===== src/rtl/core/ntsc_pkg.sv =====
// Shared types, codes and constants of the normalized text stream compare block.
package ntsc_pkg;

  // Character codes used by the filters
  localparam logic [7:0] CH_CR  = 8'h0D;
  localparam logic [7:0] CH_LF  = 8'h0A;
  localparam logic [7:0] CH_SP  = 8'h20;
  localparam logic [7:0] CH_TAB = 8'h09;
  localparam logic [7:0] CH_VT  = 8'h0B;
  localparam logic [7:0] CH_FF  = 8'h0C;

  // Filter mode register codes
  localparam logic [1:0] FILTER_NO_WS    = 2'd0;
  localparam logic [1:0] FILTER_EOL      = 2'd1;
  localparam logic [1:0] FILTER_NO_BLANK = 2'd2;
  localparam logic [1:0] FILTER_EXACT    = 2'd3;

  // Request kinds on the input tuser
  localparam logic [1:0] MODE_BYTE_A = 2'd0;
  localparam logic [1:0] MODE_BYTE_B = 2'd1;
  localparam logic [1:0] MODE_END_A  = 2'd2;
  localparam logic [1:0] MODE_END_B  = 2'd3;

  // Sizes
  localparam int FIFO_DEPTH_DEF = 16;
  localparam int OPQ_DEPTH      = 4;
  localparam int OUT_TDATA_W    = 40;

  // One classified request handed from the front to the back
  typedef struct packed {
    logic       has_sym;
    logic       side;
    logic [7:0] sym;
    logic       done;
  } sym_op_t;

  // One result as held in the output register
  typedef struct packed {
    logic        done;
    logic        equal;
    logic        mismatch;
    logic        overflow;
    logic [31:0] count;
  } result_t;

  function automatic logic is_blank(input logic [7:0] c);
    return (c == CH_SP) || (c == CH_TAB) || (c == CH_VT) || (c == CH_FF);
  endfunction

endpackage


===== src/rtl/core/normalized_text_stream_compare.sv =====
// Top level of the normalized text stream compare block.
// Takes one request per cycle sustained and returns exactly one result per
// request, in order. A request is filtered in the cycle it is accepted and
// enters a four-entry queue; while results are taken, the back end takes one
// queued request per cycle, does at most one push or one compare-and-pop on
// the lead FIFO (a single-port read of the FIFO head), and registers the
// result, so a result passes the queue and then the result register. The input
// stalls only when the queue is full because results are not being taken.
module normalized_text_stream_compare import ntsc_pkg::*; #(
  parameter int FIFO_DEPTH = FIFO_DEPTH_DEF
) (
  input  logic                   clk,
  input  logic                   rst,
  input  logic                   s_tvalid,
  output logic                   s_tready,
  input  logic [7:0]             s_tdata,   // byte_value
  input  logic [1:0]             s_tuser,   // mode
  output logic                   m_tvalid,
  input  logic                   m_tready,
  output logic [OUT_TDATA_W-1:0] m_tdata,   // equal, mismatch_seen, overflow,
                                            // matched_count[31:0], zero pad
  output logic                   m_tlast,   // done_res
  input  logic                   cfg_valid,
  output logic                   cfg_ready,
  input  logic [1:0]             cfg_data   // filter_mode
);

  logic       filter_mode;
  logic [1:0] filter_mode_q;
  logic       in_take;
  logic       q_full;
  logic       q_valid;
  logic       q_pop;
  sym_op_t    front_op;
  sym_op_t    q_op;
  result_t    res;

  assign cfg_ready   = 1'b1;
  assign s_tready    = !q_full;
  assign in_take     = s_tvalid && s_tready;
  assign filter_mode = cfg_valid;

  // Filter mode register
  always_ff @(posedge clk) begin
    if (rst) begin
      filter_mode_q <= FILTER_EXACT;
    end else if (filter_mode && cfg_ready) begin
      filter_mode_q <= cfg_data;
    end
  end

  ntsc_front u_front (
    .clk         (clk),
    .rst         (rst),
    .filter_mode (filter_mode_q),
    .take        (in_take),
    .mode        (s_tuser),
    .byte_value  (s_tdata),
    .op          (front_op)
  );

  ntsc_queue u_queue (
    .clk      (clk),
    .rst      (rst),
    .push     (in_take),
    .push_op  (front_op),
    .full     (q_full),
    .pop      (q_pop),
    .op_valid (q_valid),
    .op       (q_op)
  );

  ntsc_back #(
    .FIFO_DEPTH (FIFO_DEPTH)
  ) u_back (
    .clk       (clk),
    .rst       (rst),
    .op_valid  (q_valid),
    .op        (q_op),
    .op_pop    (q_pop),
    .out_valid (m_tvalid),
    .out_ready (m_tready),
    .res       (res)
  );

  // Output packing
  assign m_tlast = res.done;
  assign m_tdata = {{(OUT_TDATA_W - 35){1'b0}}, res.count, res.overflow,
                    res.mismatch, res.equal};

endmodule


===== src/rtl/core/ntsc_front.sv =====
// Front end: classifies each request through the filter and tracks stream ends.
module ntsc_front import ntsc_pkg::*; (
  input  logic       clk,
  input  logic       rst,
  input  logic [1:0] filter_mode,
  input  logic       take,
  input  logic [1:0] mode,
  input  logic [7:0] byte_value,
  output sym_op_t    op
);

  logic [1:0] ended, ended_next;
  logic [1:0] pending_cr, pending_cr_next;
  logic       s;

  assign s = mode[0];

  // Filter and end tracking
  always_comb begin
    ended_next      = ended;
    pending_cr_next = pending_cr;
    op.has_sym      = 1'b0;
    op.side         = s;
    op.sym          = byte_value;
    op.done         = 1'b0;
    unique case (mode)
      MODE_BYTE_A, MODE_BYTE_B: begin
        if (!ended[s]) begin
          unique case (filter_mode)
            FILTER_NO_WS: begin
              op.has_sym = !is_blank(byte_value) && (byte_value != CH_CR) &&
                           (byte_value != CH_LF);
            end
            FILTER_EOL: begin
              if (byte_value == CH_CR) begin
                pending_cr_next[s] = 1'b1;
                op.has_sym         = 1'b1;
                op.sym             = CH_LF;
              end else if (byte_value == CH_LF) begin
                if (pending_cr[s]) begin
                  pending_cr_next[s] = 1'b0;
                end else begin
                  op.has_sym = 1'b1;
                end
              end else begin
                pending_cr_next[s] = 1'b0;
                op.has_sym         = 1'b1;
              end
            end
            FILTER_NO_BLANK: begin
              op.has_sym = !is_blank(byte_value);
            end
            default: begin
              op.has_sym = 1'b1;
            end
          endcase
        end
      end
      MODE_END_A, MODE_END_B: begin
        ended_next[s] = 1'b1;
        if (&ended_next) begin
          op.done         = 1'b1;
          ended_next      = '0;
          pending_cr_next = '0;
        end
      end
      default: begin
        op.has_sym = 1'b0;
      end
    endcase
  end

  // Per-stream state
  always_ff @(posedge clk) begin
    if (rst) begin
      ended      <= '0;
      pending_cr <= '0;
    end else if (take) begin
      ended      <= ended_next;
      pending_cr <= pending_cr_next;
    end
  end

endmodule


===== src/rtl/core/ntsc_queue.sv =====
// Short queue of classified requests between the front and the back.
module ntsc_queue import ntsc_pkg::*; (
  input  logic    clk,
  input  logic    rst,
  input  logic    push,
  input  sym_op_t push_op,
  output logic    full,
  input  logic    pop,
  output logic    op_valid,
  output sym_op_t op
);

  localparam int PW = $clog2(OPQ_DEPTH);
  localparam int CW = $clog2(OPQ_DEPTH + 1);

  sym_op_t       slots [OPQ_DEPTH];
  logic [PW-1:0] wr_ptr, rd_ptr;
  logic [CW-1:0] count;

  assign full     = (count == CW'(OPQ_DEPTH));
  assign op_valid = (count != '0);
  assign op       = slots[rd_ptr];

  // Storage
  always_ff @(posedge clk) begin
    if (push) begin
      slots[wr_ptr] <= push_op;
    end
  end

  // Pointers and fill
  always_ff @(posedge clk) begin
    if (rst) begin
      wr_ptr <= '0;
      rd_ptr <= '0;
      count  <= '0;
    end else begin
      if (push) begin
        wr_ptr <= wr_ptr + PW'(1);
      end
      if (pop) begin
        rd_ptr <= rd_ptr + PW'(1);
      end
      if (push && !pop) begin
        count <= count + CW'(1);
      end else if (pop && !push) begin
        count <= count - CW'(1);
      end
    end
  end

endmodule


===== src/rtl/core/ntsc_back.sv =====
// Back end: lead FIFO, compare against its head, sticky flags and result register.
module ntsc_back import ntsc_pkg::*; #(
  parameter int FIFO_DEPTH = FIFO_DEPTH_DEF
) (
  input  logic    clk,
  input  logic    rst,
  input  logic    op_valid,
  input  sym_op_t op,
  output logic    op_pop,
  output logic    out_valid,
  input  logic    out_ready,
  output result_t res
);

  localparam int AW = (FIFO_DEPTH > 1) ? $clog2(FIFO_DEPTH) : 1;
  localparam int CW = $clog2(FIFO_DEPTH + 1);
  localparam int SW = $clog2(2 * FIFO_DEPTH);

  logic [7:0]    lead_fifo [FIFO_DEPTH];
  logic [7:0]    rd_data;
  logic          byp_valid;
  logic [7:0]    byp_data;
  logic [7:0]    head;

  logic [CW-1:0] fifo_count, fifo_count_next;
  logic [AW-1:0] rd_ptr, rd_ptr_next;
  logic          lead_side, lead_side_next;
  logic          mismatch, mismatch_next;
  logic          overflow, overflow_next;
  logic [31:0]   matched, matched_next;
  logic          push;
  logic [SW-1:0] wr_sum;
  logic [AW-1:0] wr_addr;
  result_t       res_next;

  assign op_pop = op_valid && (!out_valid || out_ready);
  assign head   = byp_valid ? byp_data : rd_data;

  // Write slot behind the current tail
  assign wr_sum  = SW'(rd_ptr) + SW'(fifo_count);
  assign wr_addr = (wr_sum >= SW'(FIFO_DEPTH)) ? AW'(wr_sum - SW'(FIFO_DEPTH))
                                               : AW'(wr_sum);

  // Push, or compare and pop
  always_comb begin
    push            = 1'b0;
    fifo_count_next = fifo_count;
    rd_ptr_next     = rd_ptr;
    lead_side_next  = lead_side;
    mismatch_next   = mismatch;
    overflow_next   = overflow;
    matched_next    = matched;
    if (op_pop && op.has_sym) begin
      if ((fifo_count == '0) || (lead_side == op.side)) begin
        if (fifo_count == CW'(FIFO_DEPTH)) begin
          overflow_next = 1'b1;
        end else begin
          push            = 1'b1;
          fifo_count_next = fifo_count + CW'(1);
          lead_side_next  = op.side;
        end
      end else begin
        if (head == op.sym) begin
          if (matched != '1) begin
            matched_next = matched + 32'd1;
          end
        end else begin
          mismatch_next = 1'b1;
        end
        rd_ptr_next     = (rd_ptr == AW'(FIFO_DEPTH - 1)) ? '0 : rd_ptr + AW'(1);
        fifo_count_next = fifo_count - CW'(1);
      end
    end
    res_next.done     = op.done;
    res_next.equal    = op.done && !mismatch_next && !overflow_next &&
                        (fifo_count_next == '0);
    res_next.mismatch = mismatch_next;
    res_next.overflow = overflow_next;
    res_next.count    = matched_next;
    // Verdict clears the comparison state
    if (op_pop && op.done) begin
      fifo_count_next = '0;
      rd_ptr_next     = '0;
      lead_side_next  = 1'b0;
      mismatch_next   = 1'b0;
      overflow_next   = 1'b0;
      matched_next    = '0;
    end
  end

  // Lead FIFO memory with registered head read
  always_ff @(posedge clk) begin
    if (push) begin
      lead_fifo[wr_addr] <= op.sym;
    end
    rd_data  <= lead_fifo[rd_ptr_next];
    byp_data <= op.sym;
  end

  // Comparison state
  always_ff @(posedge clk) begin
    if (rst) begin
      byp_valid  <= 1'b0;
      fifo_count <= '0;
      rd_ptr     <= '0;
      lead_side  <= 1'b0;
      mismatch   <= 1'b0;
      overflow   <= 1'b0;
      matched    <= '0;
    end else begin
      byp_valid  <= push && (wr_addr == rd_ptr_next);
      fifo_count <= fifo_count_next;
      rd_ptr     <= rd_ptr_next;
      lead_side  <= lead_side_next;
      mismatch   <= mismatch_next;
      overflow   <= overflow_next;
      matched    <= matched_next;
    end
  end

  // Result register
  always_ff @(posedge clk) begin
    if (rst) begin
      out_valid <= 1'b0;
    end else if (op_pop) begin
      out_valid <= 1'b1;
    end else if (out_ready) begin
      out_valid <= 1'b0;
    end
  end

  always_ff @(posedge clk) begin
    if (op_pop) begin
      res <= res_next;
    end
  end

endmodule


===== config.mk =====
export PLATFORM = sky130hd
export DESIGN_NAME = normalized_text_stream_compare
export DESIGN_NICKNAME = d
export VERILOG_FILES = /design/src/rtl/core/ntsc_pkg.sv /design/src/rtl/core/normalized_text_stream_compare.sv /design/src/rtl/core/ntsc_front.sv /design/src/rtl/core/ntsc_queue.sv /design/src/rtl/core/ntsc_back.sv
export SDC_FILE = /design/constraint.sdc
export NUM_CORES = 1
export LEC_CHECK = 0
export BUFFER_PORTS_ARGS = -buffer_cell sky130_fd_sc_hd__buf_2
export CAP_MARGIN = 15
export CORE_MARGIN = 10
export CORE_UTILIZATION = 35
export CTS_BUF_LIST = sky130_fd_sc_hd__clkbuf_8
export DETAILED_ROUTE_END_ITERATION = 8
export MAX_ROUTING_LAYER = met4
export PLACE_DENSITY_LB_ADDON = 0.25
export SETUP_SLACK_MARGIN = 0.02
export SLEW_MARGIN = 20
export SYNTH_ARGS = -nofsm -noshare
export SYNTH_HDL_FRONTEND = slang
export SYNTH_SLANG_ARGS = --single-unit

===== constraint.sdc =====
create_clock -name clk -period 4 [get_ports clk]
set_clock_uncertainty 0.2 [all_clocks]
set_input_delay 0.4 -clock clk [delete_from_list [all_inputs] [get_ports clk]]
set_output_delay 0.4 -clock clk [all_outputs]
set_load 0.005 [all_outputs]

==> impl_summary.txt, run 1 <==
----------------------------------------------------
[Logic synthesis]
  Simple logic cell fraction of the synthesized area ... 11.8%
  FF+latch count, synth ... 285
  Post-synthesis xor/xnor area fraction ... 2.40%
  Synth Flop Type ... sky130_fd_sc_hd__edfxtp_1
  Main combinational cell family by area after synthesis ... simple AND/OR/NAND/NOR gates
  Warnings from Yosys ... 0
  Post-synthesis average cell area ... 13.0 µm²
  Netlist area before placement ... approximately 0.012 mm²
  Most frequent cell after synthesis ... sky130_fd_sc_hd__edfxtp_1
  Portion of the post-synthesis area used by sequential elements ... 64.8%
  Async set or reset register ratio after synthesis ... 0%
  Share of synthesized area spent on multiplexers ... between 6 and 7%
  Dominant cell type by area after synthesis ... sky130_fd_sc_hd__edfxtp_1
  Top cells by count, synth ... sky130_fd_sc_hd__edfxtp_1 (208), sky130_fd_sc_hd__nand2_1 (89), sky130_fd_sc_hd__dfxtp_1 (77), sky130_fd_sc_hd__a21oi_1 (74), sky130_fd_sc_hd__mux2i_1 (46)
  Ranking of synthesized cells by area ... sky130_fd_sc_hd__edfxtp_1 (52%), sky130_fd_sc_hd__dfxtp_1 (13%), sky130_fd_sc_hd__mux2i_1 (3.8%)
  Area share of the leading cell type in the synthesized netlist ... 51.9%
  Number of unique standard cell types used by synthesis ... 58
  Post-synth EDFFs ... 208
  Synthesized-area fraction occupied by adder cells ... under 10%
  Share of the synthesized area in compound gates (AO/OA/AOI/OAI) ... 10.3%
  Synthesized instance count ... between 900 and 1000

[Drt]
  Antenna-violating nets left ... 0
  Met3 routed wirelength ... 1.53 mm
  Top layer reached by signal wires ... met4
  Post-Route WL ... 28.5 mm
  Residual DRC ... 0
  Metal2 WL ... 13.5 mm
  Overall via count from detail_route ... 7702
  Via-per-instance ratio ... 5.09
  Detailed-routing wirelength on met1 ... 13.0 mm
  Number of optimization iterations in the first detailed-route pass ... 5
  Wirelength per Cell ... 18.8 µm
  Drt initial violations ... approximately 480

[Floorplan]
  Core box area ... 0.0337 mm²
  Die footprint ... 0.0422 mm²
  I/O pin count ... 61
  Cell row count ... 67
  Initial core utilization ... 35.7%
  Width of the chip ... approximately 210 µm
  Vertical die dimension ... 205 µm

[Clocking]
  TritonCTS clock tree ... built
  Num CTS Buffers ... 48
  Later-pin clock latency in the skew report ... around 0.57 ns
  Number of buffers inserted to repair setup after CTS ... 0
  Clock sink count ... approximately 290
  Clock H-tree levels ... 2
  CTS clk-pin slew, worst paths ... 0.07 ns
  Clk buf depth ... 3
  Clock root cell ... sky130_fd_sc_hd__clkbuf_8

[STA]
  Number of hold violations in the final report ... 0
  Final worst hold slack ... 0.0658 ns
  Headroom to the max-slew limit ... 29.8%
  Period utilization ... between 90% and 100%
  Achievable clock frequency ... 265 MHz
  Least-Margin Pin Slew ... 1.05 ns
  Unrepaired setup endpoints after global routing ... true
  Min Clock Period, post-route ... 3.78 ns
  Number of max-slew violations in the final report ... 0
  Final Worst Setup Slack ... 0.222 ns
  Final setup violation count ... 0
  Total Negative Setup Slacks ... 0 ns

[Placement]
  Number of placed instances with taps included ... 1415
  Count of input and output buffers ... 54
  Worst setup slack before clock tree synthesis ... ~0.24 ns
  Detailed placement HPWL ... around 19 mm
  Final RePlAce weighted congestion ... 0.841

[Global routing]
  Pin count of the biggest net entering global routing ... 51
  Antenna violations before repair ... 0
  Global-route wire length before repair ... roughly 45 mm
  Grt ovf ... 0
  Via count of the first global-routing pass ... 7763
  Overall track demand over capacity in global routing ... ~14%

[Setup path]
  Count of buffer and inverter cells on the critical path ... 0
  Sort of element at the end of the critical path ... flop
  Worst endpoint required time ... 4.31 ns
  Maximum fanout count along the critical path ... 9
  CP peak stage delay ... about 0.63 ns
  Worst endpoint data arrival time ... 4.09 ns
  Largest delay share family, worst path ... compound AO/OA/AOI/OAI gates
  Setup CP Type ... flop to flop
  Slowest library cell on the worst path ... sky130_fd_sc_hd__mux4_1
  Setup crit start kind ... flop
  Critical Path, Cell by Cell ... mux4_1 > xor2_1 > nand3_1 > o41ai_1 > nand2_1 > a221oi_1 > a22o_1

[Final layout]
  Area Overhead vs Synth ... 16.3%
  Layout Nets ... roughly 1100
  Diode count ... 0
  Non-filler instance count after layout ... 1514
  Fillers ... 3186
  Layout cell share with drive strength beyond 1 ... 17.0%

[Power and ir drop]
  Largest voltage drop on the vdd net ... 0.280 mV
  Pleak ... around 5.2 nW
  Power density of the placed cells ... 634 mW/mm²
  Power, Total ... 8.86 mW

[Flow run]
  Max-Cap Viols ... 0

[Min path]
  Min-delay src ... rst
  Path category of the worst min-delay check ... input pin to flop

[Status]
  Status ... finished, final reports clean

----------------------------------------------------
cells in the final DEF, fill, tap and decap left out, types with 10 or more instances in the layout:
master,netlist,final
sky130_fd_sc_hd__a211oi_1,32,32
sky130_fd_sc_hd__a21oi_1,74,74
sky130_fd_sc_hd__a221oi_1,17,15
sky130_fd_sc_hd__and2_1,20,20
sky130_fd_sc_hd__and3_1,16,16
sky130_fd_sc_hd__buf_2,9,54
sky130_fd_sc_hd__buf_4,6,34
sky130_fd_sc_hd__clkbuf_8,0,57
sky130_fd_sc_hd__clkinv_1,0,14
sky130_fd_sc_hd__dfxtp_1,77,77
sky130_fd_sc_hd__dlygate4sd3_1,0,11
sky130_fd_sc_hd__edfxtp_1,208,208
sky130_fd_sc_hd__ha_1,13,13
sky130_fd_sc_hd__inv_1,11,18
sky130_fd_sc_hd__mux2i_1,46,45
sky130_fd_sc_hd__nand2_1,89,89
sky130_fd_sc_hd__nand3_1,21,21
sky130_fd_sc_hd__nand4_1,11,11
sky130_fd_sc_hd__nor2_1,45,45
sky130_fd_sc_hd__o21ai_0,37,37
sky130_fd_sc_hd__o31ai_1,10,10
sky130_fd_sc_hd__or3_1,17,17
sky130_fd_sc_hd__xnor2_1,24,24
worst reg2reg max path, stage by stage, from the launching register on:
cell	delay, ns
sky130_fd_sc_hd__dfxtp_1	0.34
sky130_fd_sc_hd__mux4_1	0.63
sky130_fd_sc_hd__xor2_1	0.43
sky130_fd_sc_hd__nand3_1	0.35
sky130_fd_sc_hd__o41ai_1	0.56
sky130_fd_sc_hd__nand2_1	0.41
sky130_fd_sc_hd__a221oi_1	0.60
sky130_fd_sc_hd__a22o_1	0.21
final timing paths:
| check | end | slack, ns | depth (start not counted) |
|---|---|---|---|
| max reg2reg | u_back.rd_data[7]$_DFF_P_ | 0.22 | 7 |
| min reg2reg | u_front.pending_cr[0]$_SDFFE_PP0P_ | 0.28 | 2 |
| min | u_back.rd_ptr[0]$_SDFF_PP0_ | 0.07 | 2 |
| max | u_back.rd_data[7]$_DFF_P_ | 0.22 | 7 |
registers in the layout, indices dropped and copies added (netlist names), named ones only:
signal,cells
u_front.pending_cr,2
u_front.ended,2
u_queue.rd_ptr,2
u_back.mismatch,1
u_back.rd_ptr,4
u_back.out_valid,1
u_back.lead_fifo,128
u_queue.wr_ptr,2
u_back.res,36
u_back.overflow,1
filter_mode_q,2
u_back.fifo_count,5
u_queue.slots,44
u_queue.count,3
u_back.rd_data,8
u_back.lead_side,1
u_back.matched,32
u_back.byp_valid,1
u_back.byp_data,8
through the flow:
step	utilization, %	instance area [µm²]
after floorplan	-	12000
after global placement	38.3	12900
after detailed placement	38.3	12900
after CTS	41.5	14000
after global routing	41.5	14000
final	41.5	14000
what timing repair did:
| action | 4_1_cts | 5_1_grt |
|---|---|---|
| endpoints found under the hold margin | 29 | 0 |
| endpoints found under the setup margin | 0 | 6 |
| resized for setup | 0 | 3 |
| hold buffers | 11 | 0 |
logic make-up (layout without fill, tap and decap cells):
| logic type | count (synthesis) | in the layout |
|---|---|---|
| compound gates | 196 | 196 |
| xor+xnor | 33 | 33 |
| fa+ha+maj | 15 | 15 |
| buf+inv | 64 | 199 |
| flops | 285 | 285 |
| mux | 61 | 61 |
| other cells | 2 | 6 |
| simple gates | 271 | 271 |
routing by layer:
layer | global-route usage, % | vias up
met2 | 22.0 | 188
met3 | 2.99 | 41
met4 | 3.65 | 0
li1 | - | 3709
met1 | 17.5 | 3764
met5 | - | -
report_power, final:
group          switching (mW)  internal (mW)
clock network            1.19           1.36
registers               0.189           3.83
logic                    1.43          0.857
total                    2.81           6.05
cell type report:
type	instances	area [µm²]	share of cell area [%]
Sequential cell	285	7790	55.7
Clock inverter	31	166	1.19
Timing Repair Buffer	100	656	4.69
Tap cell	448	561	4.01
Clock buffer	57	785	5.61
Multi-Input combinational cell	582	3990	28.5
Inverter	11	41.3	0.295
(Power assumes the default switching activity.)
==> run 2, diff against run 1 <==
--- a/config.mk
+++ b/config.mk
@@ -7,9 +7,11 @@
 export LEC_CHECK = 0
 export BUFFER_PORTS_ARGS = -buffer_cell sky130_fd_sc_hd__buf_2
 export CAP_MARGIN = 15
+export CORE_ASPECT_RATIO = 0.75
 export CORE_MARGIN = 10
 export CORE_UTILIZATION = 35
 export CTS_BUF_LIST = sky130_fd_sc_hd__clkbuf_8
+export CTS_CLUSTER_SIZE = 10
 export DETAILED_ROUTE_END_ITERATION = 8
 export MAX_ROUTING_LAYER = met4
 export PLACE_DENSITY_LB_ADDON = 0.25
==> impl_summary.txt, run 2 (same netlist as run 1, synthesis figures left out) <==
----------------------------------------------------
[Status]
  Status ... finished, final reports clean (unchanged)

[Global routing]
  Overall track demand over capacity in global routing ... 14.0% (was 13.8%)
  Via count of the first global-routing pass ... 7788 (was 7763)
  Grt ovf ... 0 (unchanged)
  Antenna violations before repair ... 0 (unchanged)
  Pin count of the biggest net entering global routing ... 39 (was 51)
  Global-route wire length before repair ... 45.6 mm (was 44.6 mm)

[STA]
  Least-Margin Pin Slew ... 0.734 ns (was 1.05 ns)
  Achievable clock frequency ... 276 MHz (was 265 MHz)
  Final Worst Setup Slack ... 0.379 ns (was 0.222 ns)
  Final worst hold slack ... 0.0644 ns (was 0.0658 ns)
  Min Clock Period, post-route ... 3.62 ns (was 3.78 ns)
  Number of hold violations in the final report ... 0 (unchanged)
  Unrepaired setup endpoints after global routing ... false (was true)
  Total Negative Setup Slacks ... 0 ns (unchanged)
  Number of max-slew violations in the final report ... 0 (unchanged)
  Final setup violation count ... 0 (unchanged)
  Headroom to the max-slew limit ... 50.9% (was 29.8%)
  Period utilization ... 90.5% (was 94.4%)

[Floorplan]
  I/O pin count ... 61 (unchanged)
  Die footprint ... 0.0423 mm² (was 0.0422 mm²)
  Cell row count ... 58 (was 67)
  Vertical die dimension ... 181 µm (was 205 µm)
  Width of the chip ... 234 µm (was 205 µm)
  Core box area ... 0.0337 mm² (about the same)
  Initial core utilization ... 35.6% (was 35.7%)

[Power and ir drop]
  Power, Total ... 8.62 mW (was 8.86 mW)
  Power density of the placed cells ... 619 mW/mm² (was 634 mW/mm²)
  Largest voltage drop on the vdd net ... 0.316 mV (was 0.280 mV)
  Pleak ... 5.28 nW (was 5.24 nW)

[Min path]
  Path category of the worst min-delay check ... input pin to flop (unchanged)
  Worst hold path stage count ... 3 (was 2)

[Setup path]
  Setup CP Type ... flop to flop (unchanged)
  Worst endpoint required time ... 4.30 ns (was 4.31 ns)
  Sort of element at the end of the critical path ... flop (unchanged)
  Setup crit start kind ... flop (unchanged)
  Worst endpoint data arrival time ... 3.92 ns (was 4.09 ns)
  Depth of the most critical reg-to-reg path ... 10 (was 7)
  Maximum fanout count along the critical path ... 37 (was 9)

[Drt]
  Wirelength per Cell ... 19.1 µm (was 18.8 µm)
  Drt initial violations ... 604 (was 482)
  Number of optimization iterations in the first detailed-route pass ... 5 (unchanged)
  Residual DRC ... 0 (unchanged)
  Antenna-violating nets left ... 0 (unchanged)
  Via-per-instance ratio ... 5.14 (was 5.09)
  Post-Route WL ... 29.0 mm (was 28.5 mm)
  Overall via count from detail_route ... 7807 (was 7702)

[Clocking]
  Num CTS Buffers ... 43 (was 48)
  CTS clk-pin slew, worst paths ... 0.07 ns (about the same)
  TritonCTS clock tree ... built (unchanged)
  Clk buf depth ... 3 (unchanged)
  Clock root cell ... sky130_fd_sc_hd__clkbuf_8 (unchanged)
  Clock sink count ... 285 (unchanged)
  Later-pin clock latency in the skew report ... 0.57 ns (about the same)
  Clock H-tree levels ... 2 (unchanged)

[Placement]
  Worst setup slack before clock tree synthesis ... 0.0936 ns (was 0.237 ns)
  Count of input and output buffers ... 54 (unchanged)
  Final RePlAce weighted congestion ... 0.811 (was 0.841)
  Detailed placement HPWL ... 18.9 mm (was 18.7 mm)

[Final layout]
  Area of the multi-input gates ... 0.00400 mm² (was 0.00399 mm²)
  Layout Nets ... 1064 (was 1060)
  Leading cell types in the layout, fill and taps excluded ... sky130_fd_sc_hd__edfxtp_1 (208), sky130_fd_sc_hd__nand2_1 (89), sky130_fd_sc_hd__dfxtp_1 (77) (unchanged)
  Register area ... 0.00779 mm² (unchanged)
  Most common library cell in the layout ignoring fill and taps ... sky130_fd_sc_hd__edfxtp_1 (unchanged)
  Layout cell share with drive strength beyond 1 ... 16.4% (was 17.0%)
  Top flop regs ... u_back.lead_fifo: 128 flops, u_queue.slots: 44 flops, u_back.res: 36 flops (unchanged)
  Number of flip-flops under the largest register name ... 128 (unchanged)
  Fillers ... 3221 (was 3186)
  Register ranked first by flip-flop count ... u_back.lead_fifo (unchanged)
  Area Overhead vs Synth ... 15.7% (was 16.3%)

[Flow run]
  Max-Cap Viols ... 0 (unchanged)

----------------------------------------------------
==> run 2: changes by cell type in the layout (fill, tap and decap cells not counted), moves of 2 or more <==
cell and delta:
sky130_fd_sc_hd__clkbuf_8 -11, sky130_fd_sc_hd__diode_2 +2, sky130_fd_sc_hd__inv_1 +17, sky130_fd_sc_hd__clkinvlp_4 -5, sky130_fd_sc_hd__clkinv_1 -10, sky130_fd_sc_hd__buf_4 +9
==> run 2: final cells by class <==
type,count,share of cell area (%)
repair buffers,109,5.20
clock inverters,33,1.12
inverters,11,0.297
flip-flops and latches,285,56.0
clock buffers,46,4.55
well taps,450,4.05
multi-input cells,582,28.8
diodes,2,0.0360
==> run 2: worst max-delay path, cell delays in order (launching register included) <==
cell	delay, ns
sky130_fd_sc_hd__dfxtp_1	0.39
sky130_fd_sc_hd__buf_4	0.24
sky130_fd_sc_hd__mux4_2	0.58
sky130_fd_sc_hd__and3_1	0.32
sky130_fd_sc_hd__nand3_1	0.15
sky130_fd_sc_hd__buf_4	0.16
sky130_fd_sc_hd__mux2i_4	0.26
sky130_fd_sc_hd__buf_12	0.27
sky130_fd_sc_hd__mux2i_1	0.14
sky130_fd_sc_hd__a221oi_1	0.61
sky130_fd_sc_hd__a22o_1	0.21
==> run 2: path summary, 6_finish.rpt <==
path                                        end  slack (ns)                     startpoint
hold reg to reg   u_front.ended[0]$_SDFFE_PP0P_        0.28  u_front.ended[0]$_SDFFE_PP0P_
hold / removal    u_back.out_valid$_SDFFE_PP0P_        0.06                       m_tready
setup reg to reg      u_back.rd_data[0]$_DFF_P_        0.38                           flop
setup / recovery      u_back.rd_data[0]$_DFF_P_        0.38                           flop
==> run 2: stage by stage <==
| step | area (µm²) | cells | utilization [%] |
|---|---|---|---|
| 2_1_floorplan | 12000 | 931 | - |
| 3_3_place_gp | 13000 | 1426 | 38.5 |
| 3_5_place_dp | 13000 | 1426 | 38.5 |
| 4_1_cts | 13900 | 1516 | 41.1 |
| 5_1_grt | 13900 | 1516 | 41.2 |
| 6_report | 13900 | 1518 | 41.2 |
==> run 2: repair_timing <==
item                                    in CTS  in global routing
hold endpoints to repair                    29                  0
buffers inserted                             0                  0
endpoints found under the setup margin       0                  5
gates resized for setup                      0                  4
hold buffers                                11                  0
==> run 2: power breakdown <==
group	internal, mW	total, mW	switching [mW]
Clock	1.12	2.23	1.11
Combinational	0.880	2.35	1.47
Sequential	3.83	4.03	0.196
==> run 2: per-layer routing <==
metal | global-route usage, % | up-vias | share of wire [%]
met2 | 18.9 | 194 | 42
met4 | 3.53 | 0 | 1.2
met5 | - | - | 0
met1 | 20.7 | 3866 | 51
met3 | 2.85 | 30 | 5.3
li1 | - | 3717 | -
==> run 3, diff against run 2 <==
--- a/config.mk
+++ b/config.mk
@@ -14,7 +14,7 @@
 export CTS_CLUSTER_SIZE = 10
 export DETAILED_ROUTE_END_ITERATION = 8
 export MAX_ROUTING_LAYER = met4
-export PLACE_DENSITY_LB_ADDON = 0.25
+export PLACE_DENSITY = 0.52
 export SETUP_SLACK_MARGIN = 0.02
 export SLEW_MARGIN = 20
 export SYNTH_ARGS = -nofsm -noshare
==> impl_summary.txt, run 3 (same netlist as run 1, synthesis figures left out) <==
----------------------------------------------------
[Status]
  Status ... finished, final reports clean (unchanged)

[Drt]
  Number of optimization iterations in the first detailed-route pass ... 5 (unchanged)
  Drt initial violations ... 537 (was 604)
  Antenna-violating nets left ... 0 (unchanged)
  Residual DRC ... 0 (unchanged)
  Overall via count from detail_route ... 7724 (was 7807)
  Via-per-instance ratio ... 5.09 (was 5.14)
  Post-Route WL ... 28.9 mm (was 29.0 mm)
  Wirelength per Cell ... 19.0 µm (was 19.1 µm)

[Final layout]
  Number of flip-flops under the largest register name ... 128 (unchanged)
  Diode count ... 0 (was 2)
  Top flop regs ... u_back.lead_fifo: 128 flops, u_queue.slots: 44 flops, u_back.res: 36 flops (unchanged)
  Most common library cell in the layout ignoring fill and taps ... sky130_fd_sc_hd__edfxtp_1 (unchanged)
  Layout Nets ... 1061 (was 1064)
  Leading cell types in the layout, fill and taps excluded ... sky130_fd_sc_hd__edfxtp_1 (208), sky130_fd_sc_hd__nand2_1 (89), sky130_fd_sc_hd__dfxtp_1 (77) (unchanged)
  Final cell area excluding filler cells ... 0.0140 mm² (was 0.0139 mm²)
  Register ranked first by flip-flop count ... u_back.lead_fifo (unchanged)
  Layout cell share with drive strength beyond 1 ... 16.5% (was 16.4%)
  Area Overhead vs Synth ... 16.1% (was 15.7%)

[Clocking]
  CTS clk-pin slew, worst paths ... 0.06 ns (was 0.07 ns)
  Clk buf depth ... 3 (unchanged)
  Clock sink count ... 285 (unchanged)
  Number of buffers inserted to repair setup after CTS ... 0 (unchanged)
  TritonCTS clock tree ... built (unchanged)
  Clock H-tree levels ... 2 (unchanged)
  Clock root cell ... sky130_fd_sc_hd__clkbuf_8 (unchanged)
  Num CTS Buffers ... 45 (was 43)
  Later-pin clock latency in the skew report ... 0.57 ns (about the same)

[STA]
  Achievable clock frequency ... 263 MHz (was 276 MHz)
  Unrepaired setup endpoints after global routing ... true (was false)
  Min Clock Period, post-route ... 3.80 ns (was 3.62 ns)
  Period utilization ... 95.1% (was 90.5%)
  Number of max-slew violations in the final report ... 0 (unchanged)
  Headroom to the max-slew limit ... 41.3% (was 50.9%)
  Number of hold violations in the final report ... 0 (unchanged)
  Final setup violation count ... 0 (unchanged)
  Least-Margin Pin Slew ... 0.880 ns (was 0.734 ns)

[Placement]
  Count of input and output buffers ... 54 (unchanged)
  Detailed placement HPWL ... 19.3 mm (was 18.9 mm)
  Final RePlAce weighted congestion ... 0.837 (was 0.811)
  Post-DP Area ... 0.0129 mm² (was 0.0130 mm²)

[Floorplan]
  Cell row count ... 58 (unchanged)
  Die footprint ... 0.0423 mm² (unchanged)
  I/O pin count ... 61 (unchanged)
  Core box area ... 0.0337 mm² (unchanged)
  Initial core utilization ... 35.6% (unchanged)
  Vertical die dimension ... 181 µm (unchanged)
  Width of the chip ... 234 µm (unchanged)

[Power and ir drop]
  Cell internal power dissipation ... 5.99 mW (was 5.84 mW)
  Largest voltage drop on the vdd net ... 0.285 mV (was 0.316 mV)
  Sequential share of power ... 46.0% (was 46.8%)
  Reported net switching power ... 2.76 mW (was 2.78 mW)
  Net switching share of the total power ... 31.6% (was 32.2%)
  Pleak ... 5.26 nW (was 5.28 nW)
  Power, Total ... 8.75 mW (was 8.62 mW)
  Clock power share ... 28.2% (was 25.9%)
  Combinational Power Share ... 25.8% (was 27.3%)
  Power density of the placed cells ... 627 mW/mm² (was 619 mW/mm²)

[Global routing]
  Via count of the first global-routing pass ... 7826 (was 7788)
  Global-route wire length before repair ... 45.5 mm (was 45.6 mm)
  Overall track demand over capacity in global routing ... 14.0% (about the same)
  Pin count of the biggest net entering global routing ... 39 (unchanged)
  Grt ovf ... 0 (unchanged)
  Antenna violations before repair ... 0 (unchanged)

[Setup path]
  Sort of element at the end of the critical path ... flop (unchanged)
  Worst endpoint required time ... 4.31 ns (was 4.30 ns)
  Setup crit start kind ... flop (unchanged)
  Worst endpoint data arrival time ... 4.12 ns (was 3.92 ns)
  Setup CP Type ... flop to flop (unchanged)
  Maximum fanout count along the critical path ... 9 (was 37)

[Min path]
  Path category of the worst min-delay check ... input pin to flop (unchanged)

[Flow run]
  Max-Cap Viols ... 0 (unchanged)

----------------------------------------------------
-- run 3: worst paths after layout --
kind / slack (ns) / start / to / depth (start not counted)
setup / recovery: 0.20 / flop / u_back.rd_data[1]$_DFF_P_ / 7
setup reg to reg: 0.20 / flop / u_back.rd_data[1]$_DFF_P_ / 7
hold / removal: 0.07 / rst / u_back.rd_ptr[0]$_SDFF_PP0_ / 2
hold reg to reg: 0.28 / u_front.ended[0]$_SDFFE_PP0P_ / u_front.ended[0]$_SDFFE_PP0P_ / 2
-- run 3: through the flow --
step | utilization (%) | std cells | hold slack [ns] | setup slack [ns] | setup TNS (ns)
global route | 41.4 | 1516 | 0.0616 | -0.00799 | -0.0134
global placement | 38.4 | 1421 | 0.265 | 0.118 | 0
detailed placement | 38.4 | 1421 | 0.272 | 0.114 | 0
finish | 41.4 | 1516 | 0.0723 | 0.197 | 0
floorplan | - | 931 | 0.245 | 0.629 | 0
CTS | 41.3 | 1516 | 0.0393 | 0.125 | 0
-- run 3: repair_timing --
action | CTS | global route
endpoints found under the hold margin | 30 | 0
hold buffers | 11 | 0
endpoints found under the setup margin | 0 | 3
gates resized for setup | 0 | 2
-- run 3: area by class of cell --
class                      count  area, µm²
clock buffer                  48        661
clock inverter                36        234
fill                        3246      19800
inverter                      11       41.3
multi-input combinational    582       3990
sequential                   285       7790
tap                          450        563
timing repair buffer         104        686
-- run 3: power by group through the flow --
stage / clock (mW) / combinational (mW) / sequential, mW
2_1_floorplan: 0 / 1.44 / 4.04
3_3_place_gp: 0 / 2.25 / 4.09
3_5_place_dp: 0 / 2.26 / 4.09
4_1_cts: 2.56 / 2.28 / 4.03
5_1_grt: 2.68 / 2.49 / 4.07
6_report: 2.47 / 2.25 / 4.03
-- run 3: worst max-delay path: stages, from the launching register on --
cell and delay [ns]:
sky130_fd_sc_hd__dfxtp_1 0.34, sky130_fd_sc_hd__mux4_1 0.64, sky130_fd_sc_hd__xor2_1 0.44, sky130_fd_sc_hd__nand3_1 0.34, sky130_fd_sc_hd__o41ai_1 0.57, sky130_fd_sc_hd__nand2_1 0.36
sky130_fd_sc_hd__a221oi_1 0.65, sky130_fd_sc_hd__a22o_1 0.22
-- run 3: per-layer routing --
metal  up-vias  global-route usage (%)  share of wire, %
met4         0                    3.45               1.3
met2       186                    18.7                42
met1      3781                    21.1                52
met3        40                    2.88               4.9
li1       3717                       -                 -
met5         -                       -                 0
